File: config.mk
export PLATFORM = sky130hd
export DESIGN_NAME = mrtu_frame
export DESIGN_NICKNAME = d
export VERILOG_FILES = /design/src/hw/rtl/mrtu_pkg.sv /design/src/hw/rtl/mrtu_frame.sv
export VERILOG_INCLUDE_DIRS = /design/src /design/src/hw/rtl
export SDC_FILE = /design/constraint.sdc
export NUM_CORES = 1
export LEC_CHECK = 0
export BUFFER_PORTS_ARGS = -buffer_cell sky130_fd_sc_hd__buf_2
export CAP_MARGIN = 20
export CORE_UTILIZATION = 62
export DETAILED_ROUTE_END_ITERATION = 16
export GPL_TIMING_DRIVEN = 0
export PLACE_DENSITY = 0.95
export RECOVER_POWER = 50
export SYNTH_ARGS = -nofsm -noshare
export SYNTH_HDL_FRONTEND = slang
export SYNTH_SLANG_ARGS = --single-unit
File: constraint.sdc
create_clock -name i_clk -period 9.32 [get_ports i_clk]
set_input_delay 0.466 -clock i_clk [delete_from_list [all_inputs] [get_ports i_clk]]
set_output_delay 0.466 -clock i_clk [all_outputs]
set_load 0.01 [all_outputs]
File: src/hw/rtl/modbus_rtu_frame_checker_defines.svh
// Assertion macros shared by the frame checker RTL.
// Each macro expects i_clk and i_rst_n to be visible where it is used.
`ifndef MODBUS_RTU_FRAME_CHECKER_DEFINES_SVH
`define MODBUS_RTU_FRAME_CHECKER_DEFINES_SVH

// Consequent must hold in the same cycle as the antecedent.
`define MRTU_ASSERT_SAME(lbl, ante, cons, msg) \
    lbl: assert property (@(posedge i_clk) disable iff (!i_rst_n) (ante) |-> (cons)) \
        else $error(msg);

// Consequent must hold in the cycle after the antecedent.
`define MRTU_ASSERT_NEXT(lbl, ante, cons, msg) \
    lbl: assert property (@(posedge i_clk) disable iff (!i_rst_n) (ante) |=> (cons)) \
        else $error(msg);

`endif

File: src/hw/rtl/mrtu_pkg.sv
`timescale 1ns / 1ps
package mrtu_pkg;

    localparam logic        CMD_BYTE = 1'b0;
    localparam logic        CMD_TICK = 1'b1;

    localparam logic [15:0] CRC_INIT = 16'hFFFF;
    localparam logic [15:0] CRC_POLY = 16'hA001;

    localparam int          MIN_LEN  = 6;
    localparam logic [7:0]  IDLE_MAX = 8'hFF;

    localparam int          CFG_IDX_W = 3;
    localparam logic [CFG_IDX_W-1:0] REG_DEVICE_ADDRESS  = 3'd0;
    localparam logic [CFG_IDX_W-1:0] REG_SILENCE_TICKS   = 3'd1;
    localparam logic [CFG_IDX_W-1:0] REG_SENSOR_FUNCTION = 3'd2;
    localparam logic [CFG_IDX_W-1:0] REG_LOUVER_FUNCTION = 3'd3;

    localparam logic [7:0]  RST_DEVICE_ADDRESS  = 8'h10;
    localparam logic [7:0]  RST_SILENCE_TICKS   = 8'd20;
    localparam logic [7:0]  RST_SENSOR_FUNCTION = 8'h20;
    localparam logic [7:0]  RST_LOUVER_FUNCTION = 8'h21;

    typedef enum logic [1:0] {
        ST_ACCEPTED  = 2'd0,
        ST_CRC_ERROR = 2'd1,
        ST_TOO_SHORT = 2'd2,
        ST_OTHER_ADDR = 2'd3
    } t_status;

    typedef enum logic [1:0] {
        RK_NONE    = 2'd0,
        RK_SENSOR  = 2'd1,
        RK_LOUVER  = 2'd2,
        RK_INVALID = 2'd3
    } t_reply_kind;

    typedef struct packed {
        logic [7:0] device_address;
        logic [7:0] silence_ticks;
        logic [7:0] sensor_function;
        logic [7:0] louver_function;
    } t_cfg;

    typedef struct packed {
        t_status     status;
        logic [7:0]  func_code;
        t_reply_kind kind;
        logic [8:0]  length;
    } t_result;

    // Modbus CRC-16, one byte, reflected polynomial, LSB first.
    function automatic logic [15:0] crc_feed(input logic [15:0] crc, input logic [7:0] b);
        logic [15:0] c;
        c = crc ^ {8'h00, b};
        for (int k = 0; k < 8; k++) begin
            c = c[0] ? ((c >> 1) ^ CRC_POLY) : (c >> 1);
        end
        return c;
    endfunction

endpackage

File: src/hw/rtl/mrtu_frame.sv
`timescale 1ns / 1ps
`include "modbus_rtu_frame_checker_defines.svh"
module mrtu_frame #(
    parameter int MAX_FRAME = 256
) (
    input  logic             i_clk,
    input  logic             i_rst_n,
    input  logic             i_step,
    input  logic             i_command,
    input  logic [7:0]       i_data_byte,
    input  mrtu_pkg::t_cfg   i_cfg,
    output logic             o_close,
    output mrtu_pkg::t_result o_result
);
    import mrtu_pkg::*;

    localparam int CW = $clog2(MAX_FRAME + 1);
    localparam logic [CW-1:0] MAX_CNT = CW'(MAX_FRAME);
    localparam logic [CW-1:0] MIN_CNT = CW'(MIN_LEN);

    logic [15:0]   r_crc,   n_crc;
    logic [15:0]   r_held,  n_held;
    logic [CW-1:0] r_count, n_count;
    logic [7:0]    r_idle,  n_idle;
    logic          r_in_frame, n_in_frame;
    logic [7:0]    r_addr,  n_addr;
    logic [7:0]    r_func,  n_func;

    logic [15:0]   crc_b;
    logic [15:0]   held_b;
    logic [CW-1:0] cnt_b;
    logic [7:0]    addr_b;
    logic [7:0]    func_b;
    logic [7:0]    idle_inc;
    logic [15:0]   received;
    logic          close;

    always_comb begin
        crc_b  = r_in_frame ? r_crc   : CRC_INIT;
        held_b = r_in_frame ? r_held  : 16'h0000;
        cnt_b  = r_in_frame ? r_count : '0;
        addr_b = r_in_frame ? r_addr  : 8'h00;
        func_b = r_in_frame ? r_func  : 8'h00;
        idle_inc = (r_idle != IDLE_MAX) ? r_idle + 8'd1 : r_idle;

        n_crc      = r_crc;
        n_held     = r_held;
        n_count    = r_count;
        n_idle     = r_idle;
        n_in_frame = r_in_frame;
        n_addr     = r_addr;
        n_func     = r_func;
        close      = 1'b0;

        if (i_step) begin
            if (i_command == CMD_TICK) begin
                if (r_in_frame) begin
                    n_idle = idle_inc;
                    close  = (idle_inc >= i_cfg.silence_ticks);
                end
            end else begin
                n_in_frame = 1'b1;
                n_crc      = (cnt_b >= CW'(2)) ? crc_feed(crc_b, held_b[15:8]) : crc_b;
                n_held     = {held_b[7:0], i_data_byte};
                n_addr     = (cnt_b == CW'(0)) ? i_data_byte : addr_b;
                n_func     = (cnt_b == CW'(1)) ? i_data_byte : func_b;
                n_count    = cnt_b + CW'(1);
                n_idle     = 8'h00;
                close      = (n_count == MAX_CNT);
            end
        end

        if (close) begin
            n_in_frame = 1'b0;
            n_idle     = 8'h00;
        end

        // The check bytes arrive low byte first.
        received = {n_held[7:0], n_held[15:8]};

        o_result.func_code = n_func;
        o_result.length    = 9'(n_count);
        o_result.kind      = RK_NONE;
        if (n_count <= MIN_CNT) begin
            o_result.status = ST_TOO_SHORT;
        end else if (n_crc != received) begin
            o_result.status = ST_CRC_ERROR;
        end else if (n_addr != i_cfg.device_address) begin
            o_result.status = ST_OTHER_ADDR;
        end else begin
            o_result.status = ST_ACCEPTED;
            if (n_func == i_cfg.sensor_function) begin
                o_result.kind = RK_SENSOR;
            end else if (n_func == i_cfg.louver_function) begin
                o_result.kind = RK_LOUVER;
            end else begin
                o_result.kind = RK_INVALID;
            end
        end
    end

    always_ff @(posedge i_clk) begin
        if (!i_rst_n) begin
            r_in_frame <= 1'b0;
            r_idle     <= 8'h00;
            r_count    <= '0;
            r_crc      <= CRC_INIT;
            r_held     <= 16'h0000;
            r_addr     <= 8'h00;
            r_func     <= 8'h00;
        end else begin
            r_in_frame <= n_in_frame;
            r_idle     <= n_idle;
            r_count    <= n_count;
            r_crc      <= n_crc;
            r_held     <= n_held;
            r_addr     <= n_addr;
            r_func     <= n_func;
        end
    end

    assign o_close = close;

    `MRTU_ASSERT_SAME(a_idle_only_in_frame, !r_in_frame, r_idle == 8'h00,
        "idle counter running with no frame open")
    `MRTU_ASSERT_SAME(a_open_frame_has_bytes, r_in_frame, r_count != '0,
        "open frame holds no bytes")
    `MRTU_ASSERT_NEXT(a_byte_opens_or_closes, i_step && i_command == CMD_BYTE && !close,
        r_in_frame, "byte that did not close a frame left it shut")

endmodule

Word-level counts from Yosys, hierarchy flattened
Index checks and enable logic that the tools add are counted.
- add/subtract/negate cells: 2
- order comparisons: 3
- eq/ne operators: 8
- mux-type cells: 40
- bitwise operators: 11
- reduce and logical (&&, ||, !) cells: 4
- operators by type and width (kind ; number):
    two-way mux 16 bit ; 15
    two-way mux 8 bit ; 11
    two-way mux 9 bit ; 3
    inverter 2 -> 3 bit ; 8
    == test 8 bit ; 2
    != test 16 bit ; 1
    bitwise XOR 16 x 8 -> 16 bit ; 1
    two-way mux 2 bit ; 7
    adder 9 x 1 -> 9 bit (second input constant) ; 1
    == test 9 x 1 -> 1 bit (second input constant) ; 1
    == test 9 bit (second input constant) ; 1
    >= comparator 9 x 2 -> 1 bit (second input constant) ; 1
    less-or-equal comparator 9 x 3 -> 1 bit (second input constant) ; 1
    zero test 9 bit ; 1
    adder 8 x 1 -> 8 bit (second input constant) ; 1
    >= comparator 8 bit ; 1
    != test 8 bit ; 1
    != test 8 bit (second input constant) ; 1
    two-way mux 1 bit ; 4
    AND reduction 2 bit ; 2
    != test 2 x 1 -> 1 bit (second input constant) ; 1
    inverter 1 bit ; 2
    OR reduction 2 bit ; 1
- register bits after elaboration: 66
- input bits: 44
- word-level logic and storage cells: 75

Logic depth before layout (Yosys ltp)
Gate-level depths: netlist (run 1).
- depth in word-level cells: 24
- mapped depth: 15

Worst setup path before layout (run 1)
No wires, ideal clock.
- path type: register -> output
- from: reg r_idle[0]
- to: out o_close
- arrival: 3143 ps
- data required time: 8854 ps
- setup slack: 5711 ps
- cell stages (with the launch flop): 16
- buffers on the path: 2
- cells stage by stage: dfxtp_1 -> ha_1 -> nand2_1 -> or3_1 -> clkbuf_1 -> xnor2_1 -> ha_1 -> nand2b_1 -> a21o_1 -> a21o_1 -> a21o_1 -> a21o_1 -> a21o_1 -> a211o_1 -> clkbuf_1 -> a21bo_2
- cells in the longest elaborated chain, start to end: 6
- elaborated cells between the ends (all ways): 7
- ends and longest elaborated chain (element ; line ; text):
    start, declared ; mrtu_frame.sv:24 ; logic [7:0] r_idle, n_idle;
    start signal, assigned ; mrtu_frame.sv:113 ; r_idle <= n_idle;
    adder 8 x 1 -> 8 bit or != test 8 bit (tied branches) ; mrtu_frame.sv:44 ; idle_inc = (r_idle != IDLE_MAX) ? r_idle + 8'd1 : r_idle;
    two-way mux 8 bit (*) ; mrtu_frame.sv:44 ;
    >= comparator 8 bit (*) ; mrtu_frame.sv:59 ; close = (idle_inc >= i_cfg.silence_ticks);
    two-way mux 1 bit (*) ; mrtu_frame.sv:57 ; if (r_in_frame) begin
    two-way mux 1 bit (*) ; mrtu_frame.sv:56 ; if (i_command == CMD_TICK) begin
    two-way mux 1 bit (*) ; mrtu_frame.sv:55 ; if (i_step) begin
    end, declared ; mrtu_frame.sv:12 ; output logic o_close,
Mark *: on every way between the ends. The rest lies on a longest branch, timed or not.

==> results.md, run 1 <==
* Status: finished, final reports clean
* Total vias in the final route at 4749
* Clk slew on worst S/H paths at 0.08 ns
* Starting density of the core at 0.647
* Crit path launch type: register
* Layout cells sized above 1 at 0.159
* DPL Wire Length at 9850 um
* Clk buf depth at 2
* Largest net degree at the start of global routing at 13
* Seq cells post-synth at 66
* CP required at 8.85 ns
* Mapped Cells at 546
* IO buf count at 65
* Post-route ant nets at 0
* DR WL/cell at 18.7 um
* Iteration-0 DRC Markers at 536
* Initial antenna violation count at 0
* First drt pass iteration count at 7
* Area contributors post-synth: dfxtp_1 30%, a21oi_1 5.1%, xnor2_1 4.9%
* Post-Syn Nets at 604
* CP endpoint kind: primary output
* Leak Pwr at 0.00230 uW
* Post-synthesis sequential area ratio at 0.297
* Post-Syn Area at 4450 um^2
* Setup Skew at 0.00928 ns
* Relative slew margins at 0.449
* Hold slack at 0.398 ns
* First-pass GRT wire length at 21400 um
* RSZ-0062 raised after global routing: no
* Worst Tran Pin Value at 0.826 ns
* GR Overflow Total at 0
* PD cells at 120 nW/um^2
* Hold Fails Final Rpt at 0
* Fill cells at 541
* Fmax at 199 MHz
* Vias in the first global route at 4501
* Final setup violation count at 0
* Ys flop type: dfxtp_1
* Avg Inst Size Synth at 8.14 um^2
* CP Class: reg -> out
* Post-CTS setup buffers at 0
* DR vias/cell at 6.56
* CTS tree: built
* Synthesis-to-layout area growth at 14.1%
* Hold crit path type: in -> reg
* Die height at 86.7 um
* Asr flop ratio synth at 0
* Max cap viols at 0
* Core Rows at 30
* Setup TNS Final at 0 ns
* Hold-fix buffers, CTS at 0
* EDFF count, synth at 0
* Num ports at 66
* Clock Latency Late Sink at 0.37 ns
* Die area at 7520 um^2
* Sink Count at 66
* Area occupied by multi-input gates at 2920 um^2
* Max VDD drop at 0.0000913 V
* Minimum clock period at 5.02 ns
* Post_cts resized at 0
* CTS Root Buffer Type: clkbuf_8
* Fin crit share at 0.539
* Most common cell after layout, fill and taps aside: dfxtp_1
* Htree depth at 3
* Critical path arrival at 4.56 ns
* Worst Slack Setup Final at 4.30 ns
* RD Place Congestion at 0.986
* Routed WL at 13600 um
* Core ar. at 6870 um^2
* Setup WS pre-CTS at 5.14 ns
* Die Wd at 86.7 um
* Max Slew Vio Count at 0
* Total GRT Usage at 0.372
* Layout Utilization at 0.738
* Share of the synthesized area in the top cell type at 0.297
* Most frequent cells in the layout: 66 x dfxtp_1, 64 x buf_2, 49 x nor2_1
* Num CTS Buffers at 9
* Post-route DRC violation count at 0
* Netlist cell types at 64
* Fin nets at 681
* YS warnings at 0
* Area leader, netlist: dfxtp_1
* Sequential Area at 1320 um^2
* Critical path fanouts, max at 10
* ANT cells at 0
## final cells by class
type / count / share of cell area
Clock inverter: 7 / 0.0136
Buffer: 33 / 0.0252
Multi-Input combinational cell: 428 / 0.575
Sequential cell: 66 / 0.260
Clock buffer: 9 / 0.0244
Tap cell: 96 / 0.0237
Inverter: 19 / 0.0141
Timing Repair Buffer: 66 / 0.0639
## worst paths after layout
path,from,end,slack [ns],cells past startpoint
max reg2reg,r_idle[0]$_SDFFE_PP0P_,r_idle[1]$_SDFFE_PP0P_,5.63,15
min,i_rst_n,r_crc[6]$_SDFF_PN1_,0.40,2
min reg2reg,r_addr[3]$_SDFF_PN0_,r_addr[3]$_SDFF_PN0_,0.52,2
max,r_in_frame$_SDFFE_PP0P_,o_result[10],4.30,14
## where the power goes
group	internal (uW)	switching (uW)	total, uW
clock	123	124	247
sequential	286	2.40	289
combinational	27.3	47.8	75.1
total	436	174	610
## through the flow
step                std cells  power [uW]  instance area (um^2)
detailed placement        707         367                  4890
finish                    724         610                  5070
global route              724         624                  5070
CTS                       723         605                  5080
floorplan                 546         338                  4450
global placement          707         365                  4890
## synth_stat cells, types with 5 or more instances
library cell  count
a21o_1           11
a21oi_1          45
a221oi_1         10
a32oi_1           8
and2_1           10
and3_1           18
buf_1             5
buf_2             7
clkbuf_1         21
dfxtp_1          66
ha_1             14
inv_1            19
mux2i_1          16
nand2_1          43
nand2b_1          7
nand3_1          17
nand4_1          16
nor2_1           49
nor3_1            6
nor4_1           10
o21ai_0          27
o21bai_1          5
o22ai_1           6
xnor2_1          25
xor2_1           16
## worst max-delay path, cell delays in order, from the launching register on
cell	delay, ns
dfxtp_1	0.32
clkbuf_1	0.33
nand2_1	0.25
inv_1	0.17
ha_1	0.20
inv_1	0.05
o2111ai_1	0.68
and2_0	0.25
clkbuf_1	0.38
nor3_1	0.10
a2111o_1	0.48
nor4_4	0.34
nand4_2	0.17
nor4b_2	0.29
buf_2	0.17
## flip-flops by register name, indices dropped and copies added, names as in the netlist
name / cells
r_count: 9
r_crc: 16
r_in_frame: 1
r_held: 16
r_func: 8
r_idle: 8
r_addr: 8
## kinds of logic (layout without fill, tap and decap cells)
group / Yosys count / count (layout) / synth area share
XOR/XNOR: 47 / 47 / 0.109
AND/OR/NAND/NOR: 207 / 207 / 0.259
buffers and inverters: 52 / 134 / 0.0459
adder cells (fa/ha/maj): 14 / 14 / 0.0394
multiplexers: 18 / 18 / 0.0411
AO/OA/AOI/OAI: 142 / 142 / 0.209
flip-flops: 66 / 66 / 0.297
## routing by layer
metal / track usage / part of all wire / vias up
li1: - / - / 2140
met1: 0.450 / 0.39 / 2240
met2: 0.633 / 0.47 / 300
met3: 0.0800 / 0.097 / 69
met4: 0.171 / 0.043 / 0
met5: 0 / 0 / -
(Power assumes the default switching activity.)
==> run 2: changes to the inputs <==
Settings changed: CORE_UTILIZATION 62 to 58, PLACE_DENSITY 0.95 to 0.9.
Clock period 9.32 ns to 5.1 ns, I/O delays scaled along.
==> run 2 against run 1 <==
Net effect:
- wire length decreased by 2.8%
- clock-buffer cell count up 1
- register-to-register slack got worse by 4.2 ns
- sequential power is 82% higher
- total power increased by 100%
- flip-flop and latch count stayed put
- sequential share of layout area decreased by 0.32 points
- clock skew is 0.0042 ns higher
- highest routed layer unchanged
- critical path depth unchanged
- non-clock buffer count is the same
- global-route usage fell by 3.3 points
- hold slack got worse by 0.21 ns
==> results.md, run 2 (same netlist as run 1, synthesis figures left out) <==
* CP endpoint kind: primary output
* Setup Skew at 0.0135 ns (+0.00418 ns)
* Most common cell after layout, fill and taps aside: dfxtp_1
* Hold crit path type: in -> reg
* Crit path launch type: register
* Vias in the first global route at 4175 (-7.2%)
* Register-to-Register Path Depth at 15 (unchanged)
* Max Slew Vio Count at 0 (unchanged)
* Worst Tran Pin Value at 0.875 ns (+0.0491 ns)
* Sink Count at 66 (unchanged)
* Post_cts resized at 0 (unchanged)
* Iteration-0 DRC Markers at 516 (-3.7%)
* Relative slew margins at 0.416 (-0.0328)
* Hold Fails Final Rpt at 0 (unchanged)
* Fill cells at 584 (+7.9%)
* GR Overflow Total at 0 (unchanged)
* RD Place Congestion at 0.952 (-3.4%)
* Final setup violation count at 0 (unchanged)
* Total vias in the final route at 4678 (-1.5%)
* Max cap viols at 0 (unchanged)
* Count of buffer and inverter cells on the critical path at 5 (unchanged)
* Core ar. at 7330 um^2 (+6.7%)
* Top cell family by delay on the critical path: simple AND/OR/NAND/NOR gates
* Largest net degree at the start of global routing at 13 (unchanged)
* Sequential Area at 1320 um^2 (unchanged)
* Crit path launch: r_in_frame$_SDFFE_PP0P_
* Htree depth at 3 (unchanged)
* Crit-path max cell delay at 0.72 ns (+0.04 ns)
* Crit-path slowest cell: o2111ai_1
* Final Cell Area at 5140 um^2 (+1.3%)
* Worst R2R End: r_idle[6]$_SDFFE_PP0P_
* PD cells at 239 nW/um^2 (+99%)
* Clk buf depth at 2 (unchanged)
* Fin nets at 681 (unchanged)
* Core Rows at 31 (+3.3%)
* Num ports at 66 (unchanged)
* Clk slew on worst S/H paths at 0.08 ns (about the same)
* Biggest regs: r_crc: 16 flops, r_held: 16 flops, r_count: 9 flops
* Clock Latency Late Sink at 0.36 ns (about the same)
* Setup TNS Final at 0 ns (unchanged)
* Critical path fanouts, max at 10 (unchanged)
* Die height at 89.6 um (+3.3%)
* DR vias/cell at 6.43 (-1.9%)
* DPL Wire Length at 9710 um (-1.4%)
* Critical path arrival at 4.40 ns (-0.16 ns)
* Most frequent cells in the layout: 66 x dfxtp_1, 65 x buf_2, 49 x nor2_1
* Die Wd at 89.6 um (+3.3%)
* Initial antenna violation count at 0 (unchanged)
* Fin crit share at 0.912
* Total GRT Usage at 0.339 (-0.0330)
* ANT cells at 0 (unchanged)
* IO buf count at 65 (unchanged)
* Die area at 8020 um^2 (+6.7%)
* DR WL/cell at 18.1 um (-3.2%)
* Crit path to: o_result[10]
* Starting density of the core at 0.607 (-0.0408)
* WP depth at 14 (unchanged)
* Layout cells sized above 1 at 0.162 (+0.00318)
* CTS Root Buffer Type: clkbuf_8
* Leak Pwr at 0.00233 uW (+1.2%)
* First-pass GRT wire length at 20300 um (-5.3%)
* Setup WS pre-CTS at 1.21 ns (-3.93 ns)
* Max VDD drop at 0.000237 V (+160%)
* CP Class: reg -> out
* RR Startpoint: r_idle[0]$_SDFFE_PP0P_
* Routed WL at 13200 um (-2.8%)
* Post-route DRC violation count at 0 (unchanged)
* Placed Area at 4900 um^2 (+0.18%)
* Post-route ant nets at 0 (unchanged)
* CP required at 4.85 ns (-4.00 ns)
* Synthesis-to-layout area growth at 15.5%
* Crit-path cells: clkbuf_1, nand2_1, inv_1, ha_1, inv_1, o2111ai_1, and2_0, buf_2, nor3_1, a2111o_1, nor4_4, nand4_2, nor4b_2, buf_2
* Minimum clock period at 4.65 ns
* Hold-fix buffers, CTS at 0 (unchanged)
* Fmax at 215 MHz
* First drt pass iteration count at 5 (-2)
* Area occupied by multi-input gates at 2920 um^2 (unchanged)
* Flop2flop setup slack at 1.44 ns (-4.19 ns)
* Post-CTS setup buffers at 0 (unchanged)
* Worst Slack Setup Final at 0.450 ns (-3.85 ns)
* RSZ-0062 raised after global routing: no
* CTS tree: built
* Status: finished, final reports clean
* Num CTS Buffers at 9 (unchanged)
## run 2: cell types whose count changed in the layout (fill, tap and decap cells not counted)
| cell | previous run | this run |
|---|---|---|
| and2_0 | 7 | 6 |
| clkinv_4 | 0 | 1 |
| a21bo_1 | 1 | 0 |
| buf_2 | 64 | 65 |
| bufinv_16 | 1 | 3 |
| a21bo_2 | 1 | 2 |
| inv_6 | 1 | 0 |
| clkbuf_1 | 33 | 32 |
| and2_1 | 3 | 4 |
| clkbuf_8 | 9 | 10 |
| clkinv_2 | 3 | 0 |
## run 2: worst min path at each step
stage	start	cells past startpoint	endpoint	slack, ns
after global routing	i_rst_n	2	r_crc[6]$_SDFF_PN1_	0.21
final	i_rst_n	2	r_crc[6]$_SDFF_PN1_	0.19
after floorplan	i_rst_n	1	r_crc[6]$_SDFF_PN1_	0.33
after detailed placement	r_addr[1]$_SDFF_PN0_	2	r_addr[1]$_SDFF_PN0_	0.49
after global placement	r_addr[6]$_SDFF_PN0_	2	r_addr[6]$_SDFF_PN0_	0.48
after CTS	i_rst_n	2	r_crc[6]$_SDFF_PN1_	0.20
## run 2: routing by layer
metal  track usage  routed length [um]
met4         0.156                 340
met1         0.432                5500
met3        0.0766                1120
met5             0                   0
met2         0.545                6220
## run 2: final cells by class
class | instances | area share
plain buffers | 33 | 0.0251
clock buffers | 10 | 0.0268
clock inverters | 6 | 0.0222
inverters | 19 | 0.0139
multi-input cells | 428 | 0.568
flip-flops and latches | 66 | 0.257
well taps | 99 | 0.0241
repair buffers | 66 | 0.0631
## run 2: metrics by stage
step           hold slack [ns]  utilization  total power [uW]  instances
6_report                 0.191        0.701              1230        727
5_1_grt                  0.211        0.701              1250        727
4_1_cts                  0.200        0.703              1220        727
3_5_place_dp             0.487        0.669               672        711
3_3_place_gp             0.476        0.668               667        710
2_1_floorplan            0.328            -               618        546
## run 2: where the power goes
| group | total (uW) | leakage, uW | switching [uW] | internal, uW |
|---|---|---|---|---|
| Sequential | 527 | 0.000535 | 3.86 | 523 |
| Combinational | 138 | 0.00168 | 88.3 | 50.0 |
| Clock | 562 | 0.000119 | 224 | 339 |
| Total | 1230 | 0.00233 | 316 | 912 |
==> run 3: changes to the inputs <==
==> constraint.sdc (replaced) <==
create_clock -name i_clk -period 5 [get_ports i_clk]
set_input_delay 0.25 -clock i_clk [delete_from_list [all_inputs] [get_ports i_clk]]
set_output_delay 0.25 -clock i_clk [all_outputs]
set_load 0.005 [all_outputs]
==> run 3 against run 2 <==
Net effect:
- non-clock buffer count unchanged
- hold slack got worse by 0.0012 ns
- first-iteration DRC count is 12% lower
- largest cell class unchanged
- clock power is 2% higher
- final area barely moved
- flip-flop and latch count did not move
- critical endpoint unchanged
==> results.md, run 3 (same netlist as run 1, synthesis figures left out) <==
* Status: finished, final reports clean
* Final Cell Area at 5140 um^2 (about the same)
* Critical path fanouts, max at 10 (unchanged)
* Hold slack at 0.190 ns (-0.00124 ns)
* Die Wd at 89.6 um (unchanged)
* CP endpoint kind: primary output
* Total vias in the final route at 4652 (-0.56%)
* Critical path arrival at 4.32 ns (-0.08 ns)
* Die height at 89.6 um (unchanged)
* Post-route ant nets at 0 (unchanged)
* DPL Wire Length at 9710 um (unchanged)
* Layout cells sized above 1 at 0.161 (-0.00159)
* Post_cts resized at 0 (unchanged)
* RR Startpoint: r_idle[0]$_SDFFE_PP0P_
* Worst Tran Pin Value at 0.722 ns (-0.154 ns)
* Synthesis-to-layout area growth at 15.6% (about the same)
* Clock Latency Late Sink at 0.36 ns (about the same)
* Max cap viols at 0 (unchanged)
* GR Overflow Total at 0 (unchanged)
* CTS tree: built
* Flop2flop setup slack at 1.34 ns (-0.10 ns)
* Setup Skew at 0.0127 ns (-0.000796 ns)
* Max Slew Vio Count at 0 (unchanged)
* Vias in the first global route at 4175 (unchanged)
* Total GRT Usage at 0.339 (unchanged)
* Minimum clock period at 4.57 ns
* DR vias/cell at 6.40 (-0.56%)
* Post-CTS setup buffers at 0 (unchanged)
* Post-route DRC violation count at 0 (unchanged)
* Leak Pwr at 0.00233 uW (-0.12%)
* DR WL/cell at 18.1 um (-0.15%)
* Fill cells at 583 (-0.17%)
* Placed Area at 4900 um^2 (unchanged)
* Core Rows at 31 (unchanged)
* Largest net degree at the start of global routing at 13 (unchanged)
* Sink Count at 66 (unchanged)
* Max VDD drop at 0.000242 V (+2.0%)
* CP Class: reg -> out
* Final setup violation count at 0 (unchanged)
* Clock Power Share at 0.458 (about the same)
* Switching Fraction at 0.257 (-0.000659)
* Routed WL at 13200 um (-0.15%)
* Most frequent cells in the layout: 66 x dfxtp_1, 64 x buf_2, 49 x nor2_1
* Htree depth at 3 (unchanged)
* Crit path launch: r_in_frame$_SDFFE_PP0P_
* Initial antenna violation count at 0 (unchanged)
* Crit path to: o_result[10]
* Starting density of the core at 0.607 (unchanged)
* Setup TNS Final at 0 ns (unchanged)
* Flop pwr share at 0.430 (about the same)
* CTS Root Buffer Type: clkbuf_8
* Logic pwr share at 0.112 (about the same)
* CP required at 4.75 ns (-0.10 ns)
* Fin crit share at 0.913
* Hold crit path type: in -> reg
* First drt pass iteration count at 5 (unchanged)
* RD Place Congestion at 0.952 (unchanged)
* Clk buf depth at 2 (unchanged)
* Biggest regs: r_crc: 16 flops, r_held: 16 flops, r_count: 9 flops
* First-pass GRT wire length at 20300 um (unchanged)
* HP Start: i_rst_n
* Cells after DPL at 711 (unchanged)
* Clk slew on worst S/H paths at 0.08 ns (about the same)
* ANT cells at 0 (unchanged)
* IO buf count at 65 (unchanged)
* RSZ-0062 raised after global routing: no
* PD cells at 243 nW/um^2 (+1.8%)
* Hold Fails Final Rpt at 0 (unchanged)
* Most common cell after layout, fill and taps aside: dfxtp_1
* Non-filler cells, final at 727 (unchanged)
* Iteration-0 DRC Markers at 453 (-12%)
* Psw at 321 uW (+1.6%)
* Relative slew margins at 0.517 (+0.101)
* Crit path launch type: register
* Layout Utilization at 0.701 (about the same)
* Internal at 930 uW (+2.0%)
* Num ports at 66 (unchanged)
* Register-to-Register Path Depth at 15 (unchanged)
* Fmax at 219 MHz
* Num CTS Buffers at 9 (unchanged)
* Worst R2R End: r_idle[6]$_SDFFE_PP0P_
* Die area at 8020 um^2 (unchanged)
* Fin nets at 681 (unchanged)
* Hold-fix buffers, CTS at 0 (unchanged)
* Core ar. at 7330 um^2 (unchanged)
## run 3: cell types whose count changed in the layout (fill, tap and decap cells not counted), sizes merged
| cell | previous run | this run |
|---|---|---|
| buf | 67 | 66 |
| clkbuf | 42 | 43 |
## run 3: metal layers
layer | global-route usage | share of wire
met4 | 0.156 | 0.028
met5 | 0 | 0
met3 | 0.0766 | 0.092
met2 | 0.545 | 0.47
met1 | 0.432 | 0.41
## run 3: worst min path at each step
stage	to	cells past startpoint
finish	r_crc[6]$_SDFF_PN1_	2
global route	r_crc[6]$_SDFF_PN1_	2
CTS	r_crc[6]$_SDFF_PN1_	2
detailed placement	r_addr[1]$_SDFF_PN0_	2
global placement	r_addr[6]$_SDFF_PN0_	2
floorplan	r_crc[6]$_SDFF_PN1_	1
## run 3: layout make-up
| class | instances | area, um^2 | area share |
|---|---|---|---|
| buffer | 33 | 128 | 0.0248 |
| clock buffer | 10 | 138 | 0.0268 |
| clock inverter | 6 | 114 | 0.0221 |
| inverter | 19 | 71.3 | 0.0139 |
| multi-input combinational | 428 | 2920 | 0.568 |
| sequential | 66 | 1320 | 0.257 |
| tap | 99 | 124 | 0.0241 |
| timing repair buffer | 66 | 324 | 0.0630 |
## run 3: power groups by stage
stage / clock network, uW / logic (uW) / registers (uW)
finish: 573 / 140 / 537
global route: 590 / 151 / 538
CTS: 569 / 137 / 537
detailed placement: 0 / 135 / 549
global placement: 0 / 131 / 549
floorplan: 0 / 81.7 / 548
## run 3: critical path, stage by stage (launching register included)
cell and delay (ns):
dfxtp_1 0.32, clkbuf_1 0.34, nand2_1 0.26, inv_1 0.17, ha_1 0.18, inv_1 0.06, o2111ai_2 0.48, and2_0 0.23
clkbuf_1 0.38, nor3_1 0.09, a2111o_1 0.48, nor4_4 0.36, nand4_2 0.18, nor4b_2 0.29, buf_2 0.15
## run 3: per-stage QoR
step	power [uW]	setup slack, ns
CTS	1240	0.704
detailed placement	685	1.12
floorplan	630	1.62
global placement	680	1.17
finish	1250	0.434
global route	1280	0.222
